### config.mk
export PLATFORM = sky130hd
export DESIGN_NAME = rise_rate_bucket_history
export DESIGN_NICKNAME = d
export VERILOG_FILES = /design/src/sv/rrbh_pkg.sv /design/src/sv/rrbh_cell.sv /design/src/sv/rise_rate_bucket_history.sv
export VERILOG_INCLUDE_DIRS = /design/src /design/src/sv
export SDC_FILE = /design/constraint.sdc
export NUM_CORES = 2
export LEC_CHECK = 0
export ABC_AREA = 1
export BUFFER_PORTS_ARGS = -buffer_cell sky130_fd_sc_hd__buf_2
export CORE_MARGIN = 2
export CORE_UTILIZATION = 48
export DETAILED_ROUTE_END_ITERATION = 6
export PLACE_DENSITY = 0.6
export SYNTH_ARGS = -nofsm -noshare
export SYNTH_HDL_FRONTEND = slang
export SYNTH_HIERARCHICAL = 1
export SYNTH_SLANG_ARGS = --single-unit
### constraint.sdc
create_clock -name clk -period 7.9 [get_ports clk]
set_input_delay 1.185 -clock clk [delete_from_list [all_inputs] [get_ports clk]]
set_output_delay 1.185 -clock clk [all_outputs]
set_load 0.03 [all_outputs]
### src/sv/rise_rate_bucket_history_assert.svh
// Assertion macros for the rise rate bucket history block.
// Used by files that check their own logic; expects clk and rst_n in scope.
`ifndef RISE_RATE_BUCKET_HISTORY_ASSERT_SVH
`define RISE_RATE_BUCKET_HISTORY_ASSERT_SVH

// property holds at every edge outside reset
`define RRBH_ASSERT(label, prop, msg) \
    label: assert property (@(posedge clk) disable iff (!rst_n) (prop)) else $error(msg);

// condition never holds outside reset
`define RRBH_NEVER(label, cond, msg) \
    label: assert property (@(posedge clk) disable iff (!rst_n) !(cond)) else $error(msg);

`endif

### src/sv/rrbh_pkg.sv
// Shared types and constants for the rise rate bucket history block.
// No dependencies.
package rrbh_pkg;

    localparam int LEVEL_W   = 16;
    localparam int TIME_W    = 32;
    localparam int IDX_W     = 5;
    localparam int PERIOD_W  = 22;
    localparam int CFG_IDX_W = 1;
    localparam int CFG_W     = 22;

    localparam logic [LEVEL_W-1:0]   LEVEL_MAX        = 16'hFFFF;
    localparam logic [PERIOD_W-1:0]  PERIOD_RESET     = 22'd60000;
    localparam logic [LEVEL_W-1:0]   PEAK_FLOOR_RESET = 16'd10;

    localparam logic [CFG_IDX_W-1:0] CFG_BUCKET_PERIOD_MS = 1'd0;
    localparam logic [CFG_IDX_W-1:0] CFG_PEAK_FLOOR       = 1'd1;

    localparam logic OP_SAMPLE = 1'b0;
    localparam logic OP_READ   = 1'b1;

    typedef struct packed {
        logic               operation;
        logic [TIME_W-1:0]  now_ms;
        logic [LEVEL_W-1:0] level;
        logic [IDX_W-1:0]   bucket_index;
    } in_word_t;

    typedef struct packed {
        logic [LEVEL_W-1:0] bucket_value;
        logic [LEVEL_W-1:0] peak_value;
        logic [TIME_W-1:0]  change_count;
        logic               is_primed;
    } out_word_t;

    typedef struct packed {
        logic shift;
        logic clear;
    } cell_ctl_t;

    typedef enum logic [1:0] {
        ST_IDLE,
        ST_CHECK,
        ST_CLOSE,
        ST_SETTLE
    } state_t;

endpackage

### src/sv/rrbh_cell.sv
// One history bucket of the cell row, with its slice of the peak and select ripples.
// Depends on rrbh_pkg.
module rrbh_cell #(
    parameter int INDEX = 0
) (
    input  logic                             clk,
    input  logic                             rst_n,
    input  rrbh_pkg::cell_ctl_t              ctl,
    input  logic [rrbh_pkg::IDX_W-1:0]       sel_index,
    input  logic [rrbh_pkg::LEVEL_W-1:0]     value_in,
    input  logic [rrbh_pkg::LEVEL_W-1:0]     peak_in,
    input  logic [rrbh_pkg::LEVEL_W-1:0]     sel_in,
    output logic [rrbh_pkg::LEVEL_W-1:0]     value_out,
    output logic [rrbh_pkg::LEVEL_W-1:0]     peak_out,
    output logic [rrbh_pkg::LEVEL_W-1:0]     sel_out
);
    import rrbh_pkg::*;

    logic [LEVEL_W-1:0] value_reg, value_next;
    logic [LEVEL_W-1:0] peak_reg, peak_next;
    logic [LEVEL_W-1:0] sel_reg, sel_next;
    logic               hit;

    assign hit = (int'(sel_index) == INDEX);

    always_comb
    begin
        value_next = value_reg;
        if (ctl.clear)
        begin
            value_next = '0;
        end
        else if (ctl.shift)
        begin
            value_next = value_in;
        end
        // running maximum from the newer side toward the oldest cell
        peak_next = (value_reg > peak_in) ? value_reg : peak_in;
        sel_next  = hit ? value_reg : sel_in;
    end

    always_ff @(posedge clk or negedge rst_n)
    begin
        if (!rst_n)
        begin
            value_reg <= '0;
            peak_reg  <= '0;
            sel_reg   <= '0;
        end
        else
        begin
            value_reg <= value_next;
            peak_reg  <= peak_next;
            sel_reg   <= sel_next;
        end
    end

    assign value_out = value_reg;
    assign peak_out  = peak_reg;
    assign sel_out   = sel_reg;

endmodule

### src/sv/rise_rate_bucket_history.sv
// Rise rate bucket history: a row of NUM_BUCKETS bucket cells and the sample sequencer.
// A read, or the first sample, goes straight to the settle state; a primed sample is
// checked first and then either clears the whole history or runs the close loop
// before it settles. Settling lets the peak and bucket-select values ripple one
// cell per cycle along the row, and the close loop shifts the row once per cycle.
// A new word is accepted the cycle after the previous result is loaded into
// the output register, which holds it until taken.
module rise_rate_bucket_history #(
    parameter int NUM_BUCKETS = 30
) (
    input  logic                              clk,
    input  logic                              rst_n,
    input  logic                              req_valid,
    output logic                              req_ready,
    input  rrbh_pkg::in_word_t                req_word,
    output logic                              rsp_valid,
    input  logic                              rsp_ready,
    output rrbh_pkg::out_word_t               rsp_word,
    input  logic                              cfg_we,
    input  logic [rrbh_pkg::CFG_IDX_W-1:0]    cfg_index,
    input  logic [rrbh_pkg::CFG_W-1:0]        cfg_data
);
    import rrbh_pkg::*;

    `include "rise_rate_bucket_history_assert.svh"

    localparam int CNT_W  = $clog2(NUM_BUCKETS + 1);
    localparam int SPAN_W = PERIOD_W + $clog2(NUM_BUCKETS + 1);
    localparam logic [CNT_W-1:0] SETTLE_LEN = CNT_W'(NUM_BUCKETS);

    state_t               state_reg, state_next;
    logic [CNT_W-1:0]     cnt_reg, cnt_next;
    logic [TIME_W-1:0]    now_reg, now_next;
    logic [LEVEL_W-1:0]   lvl_reg, lvl_next;
    logic [IDX_W-1:0]     idx_reg, idx_next;
    logic                 op_reg, op_next;
    logic [SPAN_W-1:0]    span_reg, span_next;
    logic [PERIOD_W-1:0]  period_reg;
    logic [LEVEL_W-1:0]   floor_reg;
    logic [LEVEL_W-1:0]   open_sum_reg, open_sum_next;
    logic [TIME_W-1:0]    open_start_reg, open_start_next;
    logic [LEVEL_W-1:0]   prev_level_reg, prev_level_next;
    logic                 primed_reg, primed_next;
    logic [TIME_W-1:0]    rev_reg, rev_next;
    logic                 rsp_valid_reg, rsp_valid_next;
    out_word_t            rsp_reg, rsp_next;
    logic                 rsp_load;
    cell_ctl_t            cell_ctl;

    logic [LEVEL_W:0]     sum_w;
    logic [TIME_W-1:0]    gap_w;
    logic [LEVEL_W-1:0]   peak_w;

    logic [LEVEL_W-1:0]   hist_link [NUM_BUCKETS+1];
    logic [LEVEL_W-1:0]   peak_link [NUM_BUCKETS+1];
    logic [LEVEL_W-1:0]   sel_link  [NUM_BUCKETS+1];

    // newest entry comes from the open accumulator; ripples start from zero
    assign hist_link[NUM_BUCKETS] = open_sum_reg;
    assign peak_link[NUM_BUCKETS] = '0;
    assign sel_link[NUM_BUCKETS]  = '0;

    for (genvar i = 0; i < NUM_BUCKETS; i++)
    begin : g_cell
        rrbh_cell #(
            .INDEX (i)
        ) u_cell (
            .clk       (clk),
            .rst_n     (rst_n),
            .ctl       (cell_ctl),
            .sel_index (idx_reg),
            .value_in  (hist_link[i+1]),
            .peak_in   (peak_link[i+1]),
            .sel_in    (sel_link[i+1]),
            .value_out (hist_link[i]),
            .peak_out  (peak_link[i]),
            .sel_out   (sel_link[i])
        );
    end

    assign peak_w = (peak_link[0] > floor_reg) ? peak_link[0] : floor_reg;

    always_comb
    begin
        state_next      = state_reg;
        cnt_next        = cnt_reg;
        now_next        = now_reg;
        lvl_next        = lvl_reg;
        idx_next        = idx_reg;
        op_next         = op_reg;
        span_next       = span_reg;
        open_sum_next   = open_sum_reg;
        open_start_next = open_start_reg;
        prev_level_next = prev_level_reg;
        primed_next     = primed_reg;
        rev_next        = rev_reg;
        cell_ctl        = '0;
        rsp_load        = 1'b0;
        req_ready       = (state_reg == ST_IDLE);
        sum_w           = {1'b0, open_sum_reg};
        gap_w           = now_reg - open_start_reg;

        unique case (state_reg)
            ST_IDLE:
            begin
                if (req_valid)
                begin
                    now_next  = req_word.now_ms;
                    lvl_next  = req_word.level;
                    idx_next  = req_word.bucket_index;
                    op_next   = req_word.operation;
                    span_next = SPAN_W'(period_reg) * SPAN_W'(NUM_BUCKETS);
                    cnt_next  = '0;
                    if (req_word.operation == OP_SAMPLE && primed_reg)
                    begin
                        state_next = ST_CHECK;
                    end
                    else
                    begin
                        if (req_word.operation == OP_SAMPLE)
                        begin
                            // first sample only primes
                            prev_level_next = req_word.level;
                            open_start_next = req_word.now_ms;
                            primed_next     = 1'b1;
                        end
                        state_next = ST_SETTLE;
                    end
                end
            end
            ST_CHECK:
            begin
                if (lvl_reg > prev_level_reg)
                begin
                    sum_w = {1'b0, open_sum_reg} + {1'b0, lvl_reg - prev_level_reg};
                end
                prev_level_next = lvl_reg;
                if (gap_w >= TIME_W'(span_reg))
                begin
                    // whole history elapsed: drop everything, rise included
                    cell_ctl.clear  = 1'b1;
                    open_sum_next   = '0;
                    open_start_next = now_reg;
                    rev_next        = rev_reg + 1'b1;
                    state_next      = ST_SETTLE;
                end
                else
                begin
                    open_sum_next = sum_w[LEVEL_W] ? LEVEL_MAX : sum_w[LEVEL_W-1:0];
                    state_next    = ST_CLOSE;
                end
            end
            ST_CLOSE:
            begin
                if (gap_w >= TIME_W'(period_reg))
                begin
                    cell_ctl.shift  = 1'b1;
                    open_sum_next   = '0;
                    open_start_next = open_start_reg + TIME_W'(period_reg);
                    rev_next        = rev_reg + 1'b1;
                end
                else
                begin
                    state_next = ST_SETTLE;
                end
            end
            ST_SETTLE:
            begin
                if (cnt_reg == SETTLE_LEN)
                begin
                    if (!rsp_valid_reg || rsp_ready)
                    begin
                        rsp_load   = 1'b1;
                        state_next = ST_IDLE;
                    end
                end
                else
                begin
                    cnt_next = cnt_reg + 1'b1;
                end
            end
            default:
            begin
                state_next = ST_IDLE;
            end
        endcase

        rsp_next = rsp_reg;
        rsp_valid_next = rsp_valid_reg;
        if (rsp_load)
        begin
            rsp_valid_next         = 1'b1;
            rsp_next.bucket_value  = (op_reg == OP_READ) ? sel_link[0]
                                                         : hist_link[NUM_BUCKETS-1];
            rsp_next.peak_value    = peak_w;
            rsp_next.change_count  = rev_reg;
            rsp_next.is_primed     = primed_reg;
        end
        else if (rsp_ready)
        begin
            rsp_valid_next = 1'b0;
        end
    end

    always_ff @(posedge clk or negedge rst_n)
    begin
        if (!rst_n)
        begin
            state_reg      <= ST_IDLE;
            cnt_reg        <= '0;
            open_sum_reg   <= '0;
            open_start_reg <= '0;
            prev_level_reg <= '0;
            primed_reg     <= 1'b0;
            rev_reg        <= '0;
            rsp_valid_reg  <= 1'b0;
        end
        else
        begin
            state_reg      <= state_next;
            cnt_reg        <= cnt_next;
            open_sum_reg   <= open_sum_next;
            open_start_reg <= open_start_next;
            prev_level_reg <= prev_level_next;
            primed_reg     <= primed_next;
            rev_reg        <= rev_next;
            rsp_valid_reg  <= rsp_valid_next;
        end
    end

    always_ff @(posedge clk)
    begin
        now_reg  <= now_next;
        lvl_reg  <= lvl_next;
        idx_reg  <= idx_next;
        op_reg   <= op_next;
        span_reg <= span_next;
        rsp_reg  <= rsp_next;
    end

    always_ff @(posedge clk or negedge rst_n)
    begin
        if (!rst_n)
        begin
            period_reg <= PERIOD_RESET;
            floor_reg  <= PEAK_FLOOR_RESET;
        end
        else if (cfg_we)
        begin
            unique case (cfg_index)
                CFG_BUCKET_PERIOD_MS: period_reg <= cfg_data[PERIOD_W-1:0];
                CFG_PEAK_FLOOR:       floor_reg  <= cfg_data[LEVEL_W-1:0];
                default:              ;
            endcase
        end
    end

    assign rsp_valid = rsp_valid_reg;
    assign rsp_word  = rsp_reg;

    `RRBH_NEVER(a_shift_clear_excl, cell_ctl.shift && cell_ctl.clear, "shift and clear together")
    `RRBH_ASSERT(a_rev_only_on_change,
                 !(cell_ctl.shift || cell_ctl.clear) |=> $stable(rev_reg),
                 "change count moved without a close or clear")
    `RRBH_ASSERT(a_settle_quiet,
                 state_reg == ST_SETTLE |=> $stable(rev_reg) && $stable(open_start_reg),
                 "state changed while settling")
    `RRBH_ASSERT(a_load_settled,
                 rsp_load |-> state_reg == ST_SETTLE && cnt_reg == SETTLE_LEN,
                 "result loaded before the row settled")

endmodule

== After elaboration in Yosys (flattened, before gate mapping) ==
Cells that the tools add are included.
Operators by class
  add/subtract/negate cells: 6
  multipliers: 1
  magnitude comparators: 34
  equality and inequality tests: 43
  muxes and demuxes: 160
  bitwise gates (word level): 3
  reductions and logical operators: 21
Operator list (number)
  $mux 16: 128
  $gt 16x16->1: 31
  $mux 32: 7
  $pmux 32 s3: 1
  $eq 5x5->1 const B: 17
  $pmux 16 s2: 2
  $pmux 32 s2: 1
  $eq 5x4->1 const B: 8
  $mux 17: 2
  $add 32x1->32 const B: 1
  $add 32x22->32: 1
  $ge 32x22->1: 1
  $ge 32x27->1: 1
  $sub 32x32->32: 1
  $mul 22x4->26 const B: 1
  $eq 5x3->1 const B: 4
  $ne 2x2->1 const B: 9
  $add 16x16->17: 1
  $gt 16x1->1 const B: 1
  $sub 16x16->16: 1
  $reduce_and 4->1: 3
  $mux 1: 10
  $mux 2: 5
  $mux 5: 2
  18 further kinds: 29
Storage, ports and cells
  bits in registers: 1728
  input bits: 82
  output and inout bits: 67

== Depth between registers and ports, before layout ==
  depth after elaboration: 7
  mapped depth: 32
  mapped depth without buffers: 31

== Modules after synthesis ==
The synthesis kept the hierarchy.
By module, submodules not included
  rise_rate_bucket_history: instances 1, cells each 2637, area an instance 21155.3 µm²
  rrbh_cell at g_cell[11].u_cell ...: instances 6, cells each 261, area an instance 2313.5 µm²
  rrbh_cell at g_cell[16].u_cell ...: instances 5, cells each 261, area an instance 2311.0 µm²
  rrbh_cell at g_cell[0].u_cell ...: instances 4, cells each 262, area an instance 2313.5 µm²
  rrbh_cell at g_cell[2].u_cell ...: instances 4, cells each 261, area an instance 2288.4 µm²
  rrbh_cell at g_cell[5].u_cell ...: instances 3, cells each 261, area an instance 2290.9 µm²
  rrbh_cell at g_cell[13].u_cell ...: instances 2, cells each 262, area an instance 2316.0 µm²
  rrbh_cell at g_cell[17].u_cell ...: instances 2, cells each 262, area an instance 2314.7 µm²
  rrbh_cell at g_cell[12].u_cell: instances 1, cells each 262, area an instance 2368.5 µm²
  rrbh_cell at g_cell[10].u_cell: instances 1, cells each 261, area an instance 2316.0 µm²
  rrbh_cell at g_cell[29].u_cell: instances 1, cells each 261, area an instance 2296.0 µm²
  rrbh_cell at g_cell[3].u_cell: instances 1, cells each 261, area an instance 2285.9 µm²

== Least setup slack after synthesis ==
Ideal clock, no wire load.
  path kind: input port to flip-flop
  from: in rsp_ready
  to: reg rsp_reg (netlist bit rsp_word[0]) (enable)
  library setup time: 489 ps
  data arrival time: 4062 ps
  data required time: 7411 ps
  slack: 3349 ps
  cell stages on the path: 4
  cells stage by stage: inv_1 > nand2_1 > nand2_1 > nor2_1
Between the ends
  longest elaborated chain between the ends: 4
Ends and longest elaborated chain
  start: declaration: RTL line rise_rate_bucket_history.sv:17  | input logic rsp_ready,
  $logic_or 1x1->1: RTL line rise_rate_bucket_history.sv:171  | if (!rsp_valid_reg || rsp_ready)
  $mux 1: RTL line rise_rate_bucket_history.sv:171
  $mux 1: RTL line rise_rate_bucket_history.sv:169  | if (cnt_reg == SETTLE_LEN)
  $mux 1: RTL line rise_rate_bucket_history.sv:103  | unique case (state_reg)
  net rsp_load: RTL line rise_rate_bucket_history.sv:47  | logic rsp_load;
  end signal: assignment: RTL line rise_rate_bucket_history.sv:238  | rsp_reg <= rsp_next;
  end: declaration: RTL line rise_rate_bucket_history.sv:46  | out_word_t rsp_reg, rsp_next;
The timed path passes the listed nets, and every way through them passes these cells.
A chain may end at the register's enable or synchronous reset.

==> flow_metrics.env <==
export IMPL_status="finished with violations"
export IMPL_violations="DRC"
export IMPL_startpoint_type="register"
export IMPL_synth_main_ff_cell="dfrtp_1"
export IMPL_synth_top_area_frac=0.436
export IMPL_r2r_setup_slack_ps=2230
export IMPL_area_growth_pct=9.78
export IMPL_end_kind="register"
export IMPL_synthMuxAreaShare=0.00199
export IMPL_port_buffers=148
export IMPL_crit_fanout=47
export IMPL_drt_pass1_iterations=7
export IMPL_clockBufferDepth=3
export IMPL_dieArea_um2=192000
export IMPL_synth_compound_area_share=0.0945
export IMPL_die_w_um=438
export IMPL_numCtsBuffers=189
export IMPL_routed_wl_mm=249
export IMPL_p_leak_uw=0.0499
export IMPL_syn_area_um2=90400
export IMPL_drive_above_1_share=0.0747
export IMPL_gr_total_overflow=0
export IMPL_worst_path_buf_inv=5
export IMPL_slowest_delay_ps=870
export IMPL_crit_type="reg -> reg"
export IMPL_insertion_delay_ps=840
export IMPL_cts_clk_slew_worst_paths_ps=60
export IMPL_holdWs_ps=286
export IMPL_clock_sinks=1728
export IMPL_powerDensity_nw_per_um2=297
export IMPL_grt_first_pass_wirelength_mm=395
export IMPL_core_area_um2=187000
export IMPL_yosysSeqAreaShare=0.486
export IMPL_hold_viol=0
export IMPL_drv_slew=0
export IMPL_ctsResizeCount=0
export IMPL_syn_area_per_cell_um2=8.63
export IMPL_cp_arrival_ps=6320
export IMPL_grt_start_max_net_pins=191
export IMPL_antenna_found_initial=5
export IMPL_worstMarginPinSlew_ps=1350
export IMPL_synth_edff_count=145
export IMPL_fin_crit_sh=0.718
export IMPL_ys_warnings_count=6
export IMPL_initialDrtViolationCount=5192
export IMPL_cts_max_level=4
export IMPL_cpMaxStageDelayCell="inv_2"
export IMPL_final_core_util=0.530
export IMPL_holdBufCountCts=0
export IMPL_yosys_area_top_type="dfrtp_1"
export IMPL_setup_viol=0
export IMPL_nNetsFinal=11309
export IMPL_yosysUniqueCellTypes=60
export IMPL_setup_tns_final_ps=0
export IMPL_grt_pass1_vias=70580
export IMPL_ir_drop_uv=221
export IMPL_crit_top_cell="nand2_1"
export IMPL_cts_tree="done"
export IMPL_gp_congestion=0.908
export IMPL_drcViolationCount=2
export IMPL_synth_fa_ha_area_frac=0.102
export IMPL_synthArstFlopShare=0.916
export IMPL_hold_class="in -> async"
export IMPL_synth_cells=10476
export IMPL_drtAntennaViolNets=0
export IMPL_cap_violations=0
export IMPL_vias=70994
export IMPL_via_per_inst=5.39
export IMPL_clock_fmax_mhz=176
export IMPL_synth_xor_area_frac=0.00959
export IMPL_cts_setup_buffers=0
export IMPL_cts_root_buffer="clkbuf_16"
export IMPL_cp_required_ps=8550
export IMPL_initial_core_util=0.482
export IMPL_synthTopCellsByArea="dfrtp_1, nand2_1, ha_1"
export IMPL_rsz0062_at_grt="false"
export IMPL_fin_skew_ps=48.7
export IMPL_synthSimpleGateAreaFrac=0.223
export IMPL_synth_seq_cells=1728
export IMPL_pin_count=149
export IMPL_die_h_um=438
export IMPL_design_power_total_uw=29400
export IMPL_std_cell_rows=159
export IMPL_fin_crit_ps=5670
export IMPL_synth_top_family_by_area="simple AND/OR/NAND/NOR gates"
export IMPL_max_slew_margin=0.0956
export IMPL_crit_family="simple AND/OR/NAND/NOR gates"
export IMPL_hpwl_mm=182
export IMPL_wl_per_cell_um=18.9
export IMPL_grtUsageTotal=0.259
final cells by class:
type	count	area [µm²]
fillers	17324	88200
flip-flops and latches	1728	44000
multi-input cells	6985	39200
clock buffers	274	5550
inverters	1414	5320
well taps	2495	3120
repair buffers	199	1230
clock inverters	76	830
diodes	4	10.0
where the power goes:
group | internal, µW | switching (µW) | total, µW
combinational | 2800 | 6770 | 9570
clock | 5280 | 3710 | 8980
sequential | 10200 | 663 | 10900
total | 18300 | 11100 | 29400
through the flow:
step | setup WS (ps) | std cells | area (µm²)
CTS | 2210 | 13171 | 99200
global route | 1820 | 13173 | 99200
global placement | 2250 | 12821 | 92800
finish | 2230 | 13175 | 99200
detailed placement | 2250 | 12821 | 92800
floorplan | 3350 | 10523 | 90600
path summary, 6_finish.rpt:
check	end	startpoint	cells past startpoint
worst min register to register	g_cell[4].u_cell/sel_out[6]$_DFF_PN0_	g_cell[5].u_cell/sel_out[6]$_DFF_PN0_	2
worst min-delay path	g_cell[12].u_cell/sel_out[0]$_DFF_PN0_	rst_n	1
worst max register to register	g_cell[28].u_cell/value_out[11]$_DFFE_PN0P_	now_reg[0]$_DFFE_PP_	25
max in group asynchronous	g_cell[24].u_cell/sel_out[7]$_DFF_PN0_	rst_n	3
min in group clk	g_cell[4].u_cell/sel_out[6]$_DFF_PN0_	g_cell[5].u_cell/sel_out[6]$_DFF_PN0_	2
worst max-delay path	g_cell[28].u_cell/value_out[11]$_DFFE_PN0P_	now_reg[0]$_DFFE_PP_	25
layer usage:
layer	routed length, µm	global-route usage
met1	111000	0.351
met4	7370	0.0821
met2	120000	0.434
met3	10700	0.0309
met5	0	0
cell families after synthesis:
| logic type | count (synthesis) |
|---|---|
| adder cells (fa/ha/maj) | 710 |
| buffers and inverters | 1810 |
| AND/OR/NAND/NOR | 4465 |
| flip-flops | 1728 |
| other | 1 |
| AO/OA/AOI/OAI | 1647 |
| multiplexers | 16 |
| XOR/XNOR | 99 |
cell usage in the layout, fill, tap and decap left out, drive strengths merged, types with 29 or more instances in the layout:
master / n
nor3: 76
a21o: 36
nand4: 90
fa: 45
clkinv: 47
clkbuf: 274
xor2: 70
o21ai: 1117
inv: 1418
nand2: 2616
xnor2: 29
conb: 48
edfxtp: 145
ha: 665
buf: 199
a21oi: 434
nor2: 412
dfrtp: 1574
nand3: 1190
or2: 37
Yosys cell counts, drive strengths merged (5+ instances only):
cell	instances
nor2	412
a31oi	8
nand2	2616
nand3b	16
clkbuf	229
a21boi	8
dfstp	9
nand4	90
ha	665
o21bai	5
nor4	8
nor3b	14
buf	167
nor3	76
nand3	1190
a21o	36
inv	1413
mux2	16
or2	37
xor2	70
o21ai	1117
a21oi	434
o21a	7
xnor2	29
o211ai	21
edfxtp	145
fa	45
dfrtp	1574
worst reg2reg max path, cell delays in order, from the launching register on:
cell      delay, ps
edfxtp_1        390
inv_1            70
ha_1            140
inv_1            70
fa_1            430
nand3_1         110
nand3_2         120
nand3_1         100
nand3_1         180
a21oi_1         220
xor2_1          160
inv_1            80
ha_1            270
nand4_1         120
nor3_1          180
nand2_1          70
nand2_1          60
nand2_1          40
nand2_1         140
nand2_2         340
nand2_1         170
nand2_1          90
inv_2           870
buf_4           450
or2_1           440
o21ai_0         190
No activity file was read; power rests on OpenSTA's default activity.
